`config.mk`:
```
export PLATFORM = sky130hd
export DESIGN_NAME = pds_rem
export DESIGN_NICKNAME = d
export VERILOG_FILES = /design/src/rtl/pds_rem.sv
export SDC_FILE = /design/constraint.sdc
export NUM_CORES = 1
export LEC_CHECK = 0
export ABC_AREA = 1
export BUFFER_PORTS_ARGS = -buffer_cell sky130_fd_sc_hd__buf_2
export CAP_MARGIN = 20
export CORE_ASPECT_RATIO = 1.2
export CORE_MARGIN = 5
export CORE_UTILIZATION = 46
export DETAILED_ROUTE_END_ITERATION = 8
export GPL_TIMING_DRIVEN = 0
export PLACE_DENSITY = 0.77
export SLEW_MARGIN = 25
export SYNTH_ARGS = -nofsm -noshare
export SYNTH_HDL_FRONTEND = slang
export SYNTH_SLANG_ARGS = --single-unit
```
`constraint.sdc`:
```
create_clock -name clk -period 3.4 [get_ports clk]
set_input_delay 0.17 -clock clk [delete_from_list [all_inputs] [get_ports clk]]
set_output_delay 0.17 -clock clk [all_outputs]
set_load 0.005 [all_outputs]
```
`src/rtl/pds_rem.sv`:
```
`timescale 1ns / 1ps
// restoring remainder unit, one quotient bit per cycle
// depends on nothing

module pds_rem (
  input  logic        clk,
  input  logic        rst,
  input  logic        start,
  input  logic [62:0] dividend,
  input  logic [62:0] divisor,
  output logic        done,
  output logic [62:0] rem
);

  logic        active;
  logic [5:0]  cnt;
  logic [62:0] dvd;
  logic [62:0] den;
  logic [63:0] trial;

  assign trial = {rem, dvd[62]};

  // control
  always_ff @(posedge clk) begin
    if (rst) begin
      active <= 1'b0;
      done   <= 1'b0;
      cnt    <= '0;
    end else begin
      done <= 1'b0;
      if (start) begin
        active <= 1'b1;
        cnt    <= '0;
      end else if (active) begin
        cnt <= cnt + 6'd1;
        if (cnt == 6'd62) begin
          active <= 1'b0;
          done   <= 1'b1;
        end
      end
    end
  end

  // shift and subtract
  always_ff @(posedge clk) begin
    if (start) begin
      rem <= '0;
      dvd <= dividend;
      den <= divisor;
    end else if (active) begin
      dvd <= {dvd[61:0], 1'b0};
      if (trial >= {1'b0, den}) begin
        rem <= 63'(trial - {1'b0, den});
      end else begin
        rem <= trial[62:0];
      end
    end
  end

endmodule

```
# Word-level counts from Yosys, hierarchy flattened
# Index checks and enable logic that the tools add are counted.
[totals]
ff_bits = 197
out_inout_bits = 64
[op_classes]
addsub = 2
n_lt_le_gt_ge = 1
n_eq_ne = 1
muxes = 7
bitwise_logic = 1
n_reduce_logical = 3
[op_table]
columns = ["op", "count"]
rows = [
  ["2-to-1 mux 63 bit", 3],
  ["greater-or-equal comparator 64 x 63 -> 1 bit", 1],
  ["subtractor 63 bit", 1],
  ["adder 6 x 1 -> 6 bit (second input constant)", 1],
  ["== test 6 bit (second input constant)", 1],
  ["2-to-1 mux 1 bit", 4],
  ["OR reduction 3 bit", 1],
  ["nonzero test 2 bit", 1],
  ["OR reduction 2 bit", 1],
  ["NOT 1 bit", 1],
]

# Logic depth before layout (Yosys ltp)
# Gate-level depths: netlist of run 1.
[depth]
depth_word = 4
mapped_depth = 19
depth_no_buf = 18

# Worst setup path after synthesis of run 1
# Ideal clock, no wire load.
[synth_path]
path_type = "register to register"
startpoint = "reg active"
endpoint = "reg dvd[0] (enable)"
arrival_time_ns = 2.559
required_ns = 2.948
setup_slack_ns = 0.388
path_stages_with_launch = 4
n_path_buf = 1
path_cell_list = "dfxtp_1 nor2_1 inv_1 clkbuf_1"
[synth_between]
elab_chain_cells = 1
[synth_lines]
columns = ["item", "line", "source"]
rows = [
  ["from (decl)", "15", "logic active;"],
  ["from (signal assigned)", "26", "active <= 1'b0;"],
  ["from (signal assigned)", "32", "active <= 1'b1;"],
  ["from (signal assigned)", "37", "active <= 1'b0;"],
  ["nonzero test 2 bit (no line)", "--", ""],
  ["to (signal assigned)", "48", "dvd <= dividend;"],
  ["to (signal assigned)", "51", "dvd <= {dvd[61:0], 1'b0};"],
  ["to (decl)", "17", "logic [62:0] dvd;"],
]
# No other way between the ends.
# A chain may end at the register's enable or synchronous reset.

# Worst setup path after layout of run 1
[layout_path]
startpoint = "reg dvd[62]"
endpoint = "reg rem[52]"
[layout_between]
elab_chain_cells = 2
[layout_lines]
columns = ["item", "line", "source"]
rows = [
  ["subtractor 63 bit or greater-or-equal comparator 64 x 63 -> 1 bit (tied branches)", "53, 52", ""],
  ["2-to-1 mux 63 bit (*)", "52", "if (trial >= {1'b0, den}) begin"],
  ["to (signal assigned)", "53", "rem <= 63'(trial - {1'b0, den});"],
  ["to (signal assigned)", "55", "rem <= trial[62:0];"],
  ["to (decl)", "12", "output logic [62:0] rem"],
]
# Mark *: on every way between the ends. The rest lies on a longest branch, timed or not.

==> results.yml, run 1 <==
min_path:
  hold_path.class: "input pin to flop"
grt:
  grt_pass1_wl_um: 74240
  grt_pass1_vias: 14270
  track_usage: 0.2752
  grt_max_degree: 56
  grt-ovfl-total: 0
  antenna_found_initial: 0
clock_network:
  cts_tree: "done"
  clock_tree.root_cell: "clkbuf_16"
  cts_buffer_depth: 2
  cts_sinks: 197
  cts_resized: 0
  h-tree-depth: 4
  clk_pin_slew_ns: 0.08
  insertion_delay_ns: 0.46
  cts_made_buffers: 17
die:
  rows: 70
  die_area_um2: 34160
  core_area_um2: 30300
  num_io_pins: 193
  die_h_um: 201.5
  die_x_um: 169.6
  start_util: 0.4637
routing:
  viasPerCell: 4.924
  first_iter_violations: 1049
  dr.pass1.iters: 5
  drcViolationCount: 0
  vias: 14390
  ant_nets: 0
  wl_per_cell_um: 16.18
  totalWireLength_um: 47270
final_layout:
  multiInputGateArea_um2: 6953
  nets: 2708
  final_util: 0.5749
  seqCellArea_um2: 5205
  drive_gt1_frac: 0.1160
  area_growth_pct: 23.98
  fillers: 2922
  n_antenna_cell: 0
  layout.cells.non_filler: 2922
logic_synthesis:
  synthMuxAreaShare: 0
  synth_fa_ha_area_frac: 0.05929
  async_flop_share: 0
  synthFlopType: "edfxtp_1"
  synthTopCellsByCount: "nand2_1, inv_1, nand3_1"
  synth_edf_count: 126
  synthCells: 2176
  synth_xor_area_frac: 0.01932
  synth-simple-area-share: 0.3832
  yosys_warnings: 0
  netlist.area_leader.share: 0.2692
  syn_avg_cell_area_um2: 6.458
  synthTopCellsByArea: "edfxtp_1, nand2_1, inv_1, dfxtp_1, ha_1"
  synth_most_common_cell: "nand2_1"
  ys_types: 41
  synth_compound_area_frac: 0.03276
  syn-num-nets: 2371
  synth_area_leader_cell: "edfxtp_1"
  synth_top_family_by_area: "simple AND/OR/NAND/NOR gates"
  seq_area_frac_synth: 0.3704
  yosys_register_bits: 197
  mappedNetlistArea_um2: 14050
job:
  maxCapViolCount: 0
placed_design:
  globalplace.congestion: 0.9801
  dpl.hpwl_um: 36140
  port_buffers: 192
  numPlacedInstances: 2767
  pre_cts_ws_ns: 0.3862
setup_path:
  endpoint_kind: "flop"
  cp_data_arrival_time_ns: 3.41
  cp-start-kind: "flop"
  worstSetupPathType: "flop to flop"
  path_max_fanout: 10
  critPathRequiredTime_ns: 3.76
  r2r_slack_ns: 0.35
sta:
  worst_slew_pin_slew_ns: 0.7774
  fmax_mhz: 328.3
  finalSetupViolCount: 0
  hold_violations: 0
  fin_setup_tns_ns: 0
  slew-limit-headroom: 0.4818
  layout_setup_ws_ns: 0.3538
  finalMaxSlewViolations: 0
  fin_crit_ns: 3.046
  clock_skew_ns: 0.01616
  rsz0062_at_grt: "no"
  fin_crit_sh: 0.8959
status:
  status: "finished clean"
power:
  power_density_nw_per_um2: 326.9
  power.leakage_nw: 9.676
  irDropWorstVdd_mv: 0.2311
report_power, final:
| part | switching, W | total [W] | leakage, nW | internal [W] |
|---|---|---|---|---|
| clock network | 0.00114 | 0.00216 | 0.300 | 0.00102 |
| logic | 0.000466 | 0.000781 | 7.54 | 0.000315 |
| registers | 0.0000475 | 0.00276 | 1.84 | 0.00271 |
| total | 0.00165 | 0.00569 | 9.68 | 0.00404 |
cell families after synthesis:
group	after synthesis
compound gates	87
xor+xnor	31
fa+ha+maj	66
buf+inv	492
flops	197
simple gates	1303
worst max-delay path: stages, from the launching register on:
cell and delay [ns]:
edfxtp_1 0.38, inv_1 0.07, ha_1 0.23, fa_1 0.41
inv_1 0.15, nand2_1 0.07, nand2_1 0.07, nand3_1 0.10
nand2_2 0.14, nand2_1 0.09, nand2_2 0.14, nand2_2 0.08
nand3_2 0.08, nand2_4 0.19, nand2_8 0.20, buf_6 0.20
nand3_1 0.19, nand2_1 0.11, nand2_1 0.05
placed cells by master (no fill, tap or decap), drive strengths merged:
cell,count
a21o,2
a21oi,45
a31oi,1
and2,1
and3,1
buf,214
clkbuf,41
clkinv,17
dfxtp,71
dlygate4sd3,123
edfxtp,126
fa,1
ha,65
inv,447
nand2,967
nand3,147
nand3b,31
nand4,19
nor2,110
nor3,23
nor3b,1
nor4,2
o21ai,36
o21bai,3
or2,1
xnor2,30
xor2,1
final timing paths:
kind | startpoint | endpoint | depth (start not counted)
max | dvd[62] | rem[52] | 18
min | dividend[11] | dvd[11] | 3
max reg2reg | dvd[62] | rem[52] | 18
min reg2reg | rem[28] | rem[28] | 2
sequential cells by signal, indices dropped and copies added (netlist names):
register / flops
dvd: 63
active: 1
den: 63
done: 1
cnt: 6
rem: 63
routing by layer:
| layer | vias up | wire, um | global-route usage |
|---|---|---|---|
| met5 | - | 0 | 0 |
| met4 | 0 | 1804 | 0.1050 |
| met1 | 6479 | 19310 | 0.3391 |
| met2 | 526 | 22980 | 0.4818 |
| li1 | 7296 | - | - |
| met3 | 87 | 3176 | 0.04303 |
final cells by class:
class	count	share of cell area
plain buffers	43	0.01242
flip-flops and latches	197	0.2987
well taps	396	0.02844
inverters	449	0.09673
clock inverters	15	0.01063
clock buffers	17	0.02442
multi-input cells	1487	0.3991
repair buffers	318	0.1296
timing repair:
| item | in CTS | in global routing |
|---|---|---|
| buffers inserted | 0 | 0 |
| hold buffers | 122 | 1 |
| endpoints found under the hold margin | 122 | 1 |
stage by stage:
stage	instance area (um^2)	power [W]	hold WS, ns
floorplan	14050	0.003198	0.2689
global placement	15510	0.003430	0.3461
detailed placement	15580	0.003450	0.3481
CTS	17410	0.005678	0.004124
global route	17420	0.005919	0.0002894
finish	17420	0.005695	0.009494
No activity file was read; power rests on OpenSTA's default activity.
==> run 2, diff against run 1 <==
Settings changed: HOLD_SLACK_MARGIN set to 0.03, PLACE_DENSITY 0.77 to 0.8.
Clock period 3.4 ns to 2.8 ns, I/O delays scaled along.
==> run 2 against run 1 <==
Net effect: first-iteration DRC count shrank 1.8%; total power up 23%; sequential cell count stayed put; setup slack got worse by 0.19 ns; sequential share of layout area is 0.32 points lower; clock skew grew 0.0055 ns; largest cell class unchanged; highest routed layer unchanged.
==> results.yml, run 2 (synthesized netlist as in run 1, its figures left out) <==
final_layout:
  drive_gt1_frac: 0.1198
  nets: 2720
  final_common_cell: "nand2_1"
  layout_common_cells: "nand2_1, inv_1, buf_2, nand3_1, dlygate4sd3_1"
  n_antenna_cell: 0
  top_regs: "den (63), dvd (63), rem (63)"
  area_growth_pct: 25.30
  layout.cells.non_filler: 2934
clock_network:
  cts_tree: "done"
  cts_made_buffers: 17
  cts_sinks: 197
  insertion_delay_ns: 0.47
  h-tree-depth: 4
  cts_buffer_depth: 2
  clock_tree.root_cell: "clkbuf_16"
  clk_pin_slew_ns: 0.09
die:
  rows: 70
  die_h_um: 201.5
  num_io_pins: 193
  die_area_um2: 34160
  die_x_um: 169.6
  start_util: 0.4637
  core_area_um2: 30300
routing:
  vias: 14600
  viasPerCell: 4.976
  first_iter_violations: 1030
  drcViolationCount: 0
  wl_per_cell_um: 16.63
  totalWireLength_um: 48790
  dr.pass1.iters: 9
  ant_nets: 0
power:
  p_clk_frac: 0.385
  irDropWorstVdd_mv: 0.3200
  p_int_w: 0.004927
  p_sw_frac: 0.2970
  seqPwrFrac: 0.478
  power_density_nw_per_um2: 398.0
  power.leakage_nw: 9.737
  combinationalPowerShare: 0.137
  power.switching_w: 0.002081
sta:
  fin_crit_ns: 2.632
  fmax_mhz: 379.9
  finalSetupViolCount: 0
  hold_violations: 0
  finalMaxSlewViolations: 0
  fin_crit_sh: 0.9400
  slew-limit-headroom: 0.4206
  worst_slew_pin_slew_ns: 0.8681
  hold_slack_ns: 0.1435
  clock_skew_ns: 0.02170
min_path:
  worstHoldStart: "start"
  whs_path_depth: 1
  holdPathEnd: "den[56]"
  hold_path.class: "input pin to flop"
placed_design:
  numPlacedInstances: 2766
  dpl.hpwl_um: 36230
  globalplace.congestion: 0.9746
  port_buffers: 192
setup_path:
  worstSetupPathType: "flop to flop"
  critPathRequiredTime_ns: 3.15
  path_max_fanout: 10
  cp_data_arrival_time_ns: 2.98
  r2r_cells: 14
  r2r_slack_ns: 0.17
  cp-start-kind: "flop"
  r2r_start: "den[31]"
  endpoint_kind: "flop"
  r2r-end: "rem[25]"
grt:
  grt-ovfl-total: 0
  antenna_found_initial: 0
  grt_pass1_wl_um: 77140
  grt_pass1_vias: 14720
  track_usage: 0.2850
  grt_max_degree: 42
status:
  status: "finished clean"
job:
  maxCapViolCount: 0
## run 2: cell types whose count changed in the layout (fill, tap and decap cells not counted), moves of 2 or more
cell,delta
buf_12,+6
dlygate4sd3_1,+4
buf_4,+3
inv_12,+2
inv_6,-2
## run 2: routing by layer
layer,GRT usage,up-vias,wire length (um)
li1,-,7327,-
met1,0.3482,6625,19720
met2,0.4993,556,24010
met3,0.05266,91,3398
met4,0.1032,0,1656
met5,0,-,0
## run 2: layout make-up
class	count	area (um^2)
Buffer	43	220.2
Sequential cell	197	5205
Timing Repair Buffer	330	2405
Tap cell	396	495.5
Inverter	449	1685
Clock inverter	15	198.9
Clock buffer	17	425.4
Fill cell	2901	12690
Multi-Input combinational cell	1487	6974
## run 2: worst max path at each step
stage | startpoint | to | slack, ns | cells past startpoint
after floorplan | dvd[62] | rem[16] | 0.58 | 18
after global placement | start | dvd[14] | -1.29 | 4
after detailed placement | dvd[62] | rem[50] | -0.23 | 18
after CTS | dvd[62] | rem[22] | 0.03 | 19
after global routing | dvd[62] | rem[15] | -0.006 | 19
final | den[31] | rem[25] | 0.17 | 14
## run 2: repair_timing
item | in CTS | in global routing
hold endpoints to repair | 130 | 0
resized for setup | 4 | 2
setup buffers | 4 | 5
pin swaps | 2 | 3
hold buffers | 127 | 0
cloned | 0 | 0
setup endpoints to repair | 60 | 63
## run 2: metrics by stage
stage | TNS, ns | cell area, um^2 | util | total power (W) | worst slack, ns
floorplan | 0 | 14050 | - | 0.003881 | 0.5819
global placement | -96.91 | 15510 | 0.5119 | 0.004162 | -1.291
detailed placement | -4.958 | 15560 | 0.5134 | 0.004189 | -0.2324
CTS | 0 | 17530 | 0.5783 | 0.006965 | 0.02571
global route | -0.01020 | 17610 | 0.5811 | 0.007252 | -0.006269
finish | 0 | 17610 | 0.5811 | 0.007008 | 0.1680
## run 2: worst max-delay path, cell delays in order (launching register included)
cell	delay [ns]
edfxtp_1	0.37
inv_1	0.07
ha_1	0.28
nand2_1	0.22
nor2_1	0.10
nand2_1	0.16
inv_1	0.11
a21oi_2	0.19
nand3_2	0.15
nand2_8	0.12
buf_12	0.13
buf_2	0.24
nand3_1	0.18
nand3_1	0.14
nand2_1	0.07
## run 2: power by group through the flow
stage,clock network [W],logic [W],registers [W]
floorplan,0,0.000490,0.00339
global placement,0,0.000757,0.00341
detailed placement,0,0.000783,0.00341
global route,0.00282,0.00106,0.00337
CTS,0.00270,0.000926,0.00334
finish,0.00270,0.000959,0.00335
==> run 3, diff against run 2 <==
Settings changed: CTS_CLUSTER_DIAMETER set to 150.
Clock period 2.8 ns to 2.3 ns, I/O delays scaled along.
==> run 3 against run 2 <==
Net effect: the run now ends with negative setup slack left; clock-buffer cell count is the same; clock power grew 22%; final cell count grew 0.78%; maximum frequency grew 5.7%; die area is the same; wire length grew 3.5%; global-route usage grew 0.65 points; setup slack lost 0.36 ns.
==> results.yml, run 3 (synthesized netlist as in run 1, its figures left out) <==
status:
  status: "complete, but fails checks"
  violations: "negative setup slack"
die:
  num_io_pins: 193
  die_h_um: 201.5
  rows: 70
  core_area_um2: 30300
  die_area_um2: 34160
  start_util: 0.4637
  die_x_um: 169.6
clock_network:
  cts_tree: "done"
  insertion_delay_ns: 0.46
  clock_tree.root_cell: "clkbuf_16"
  cts_made_buffers: 17
  cts_sinks: 197
  h-tree-depth: 4
  cts_buffer_depth: 2
  clk_pin_slew_ns: 0.09
placed_design:
  pre_cts_ws_ns: -0.7324
  dpl_cell_area_um2: 15560
  dpl.hpwl_um: 36230
  globalplace.congestion: 0.9746
  port_buffers: 192
power:
  power_density_nw_per_um2: 460.7
  power.total_w: 0.008669
  power.leakage_nw: 10.18
  irDropWorstVdd_mv: 0.3879
final_layout:
  final_common_cell: "nand2_1"
  fin_area_um2: 18820
  final_util: 0.6210
  drive_gt1_frac: 0.1956
  n_antenna_cell: 0
  area_growth_pct: 33.90
  top_regs: "den (63), dvd (63), rem (63)"
  fillers: 2712
  layout_common_cells: "nand2_1, inv_1, buf_2, dlygate4sd3_1, edfxtp_1"
  nets: 2743
sta:
  fmax_mhz: 401.6
  layout_setup_ws_ns: -0.1899
  slew-limit-headroom: 0.4080
  finalSetupViolCount: 102
  clock_skew_ns: 0.02107
  rsz0062_at_grt: "yes"
  finalMaxSlewViolations: 0
  worst_slew_pin_slew_ns: 0.8870
  fin_setup_tns_ns: -12.23
  fin_crit_ns: 2.490
  hold_violations: 0
  fin_crit_sh: 1.083
setup_path:
  crit_buf_inv: 5
  cp_slowest_cell: "edfxtp_1"
  critPathRequiredTime_ns: 2.68
  cp_top_family: "simple AND/OR/NAND/NOR gates"
  cp-start-kind: "flop"
  cp_data_arrival_time_ns: 2.87
  max_stage_delay_ns: 0.42
  r2r_cells: 18
  endpoint_kind: "flop"
  path_depth: 18
  r2r_slack_ns: -0.19
  r2r_start: "den[37]"
  worstSetupPathType: "flop to flop"
  path_max_fanout: 5
  crit_start: "den[37]"
  path_cells: "inv_1 > ha_2 > nand2_1 > nand2_2 > nand2_1 > nand2_1 > inv_2 > nand2_2 > a21oi_4 > nor2_4 > nor2_8 > buf_6 > nand2_8 > buf_12 > clkbuf_16 > nand2_2 > nand3_2 > o21ai_1"
routing:
  totalWireLength_um: 50480
  wl_per_cell_um: 17.07
  ant_nets: 0
  first_iter_violations: 1072
  viasPerCell: 5.054
  vias: 14940
  dr.pass1.iters: 5
  drcViolationCount: 0
grt:
  grt_use_met2: 0.5150
  grt-busiest-layer: "met2"
  antenna_found_initial: 0
  met1_usage: 0.3542
  grt_pass1_wl_um: 79010
  track_usage: 0.2915
  grt-ovfl-total: 0
  grt_max_degree: 42
  grt_pass1_vias: 15080
  met3_usage: 0.05423
min_path:
  worstHoldStart: "start"
  whs_path_depth: 1
  hold_path.class: "input pin to flop"
job:
  maxCapViolCount: 0
[run 3: changes by cell type in the layout (fill, tap and decap cells not counted), sizes merged]
cell / before / now
buf: 222 / 240
inv: 447 / 448
clkinv: 17 / 16
clkbuf: 41 / 46
[run 3: stage by stage]
step / instances / hold WS, ns
after floorplan: 2176 / 0.2139
after global routing: 2957 / 0.1312
final: 2957 / 0.1222
after global placement: 2764 / 0.2916
after detailed placement: 2766 / 0.2931
after CTS: 2953 / 0.1290
[run 3: per-layer routing]
metal / vias up / part of all wire
met1: 6838 / 0.40
met4: 0 / 0.040
met3: 116 / 0.073
met2: 619 / 0.49
li1: 7371 / -
met5: - / 0
[run 3: final cells by class]
type | count | area, um^2 | share of cell area
multi-input cells | 1487 | 7838 | 0.4165
clock inverters | 15 | 198.9 | 0.01057
repair buffers | 355 | 2674 | 0.1421
well taps | 396 | 495.5 | 0.02633
inverters | 449 | 1685 | 0.08956
plain buffers | 41 | 295.3 | 0.01569
clock buffers | 17 | 425.4 | 0.02261
flip-flops and latches | 197 | 5206 | 0.2767
[run 3: power breakdown]
part,switching [W],internal (W)
Sequential,0.0000763,0.00401
Clock,0.00177,0.00153
Combinational,0.000775,0.000516
[run 3: final timing paths]
kind | end
min | den[56]
max reg2reg | rem[5]
max | rem[5]
min reg2reg | rem[45]
[run 3: timing repair]
item                                    in CTS  in global routing
gates cloned                                 2                  2
buffers inserted                            27                  3
hold endpoints to repair                   130                  0
pin swaps                                   25                 45
hold buffers                               127                  0
gates resized for setup                    117                140
endpoints found under the setup margin      63                102
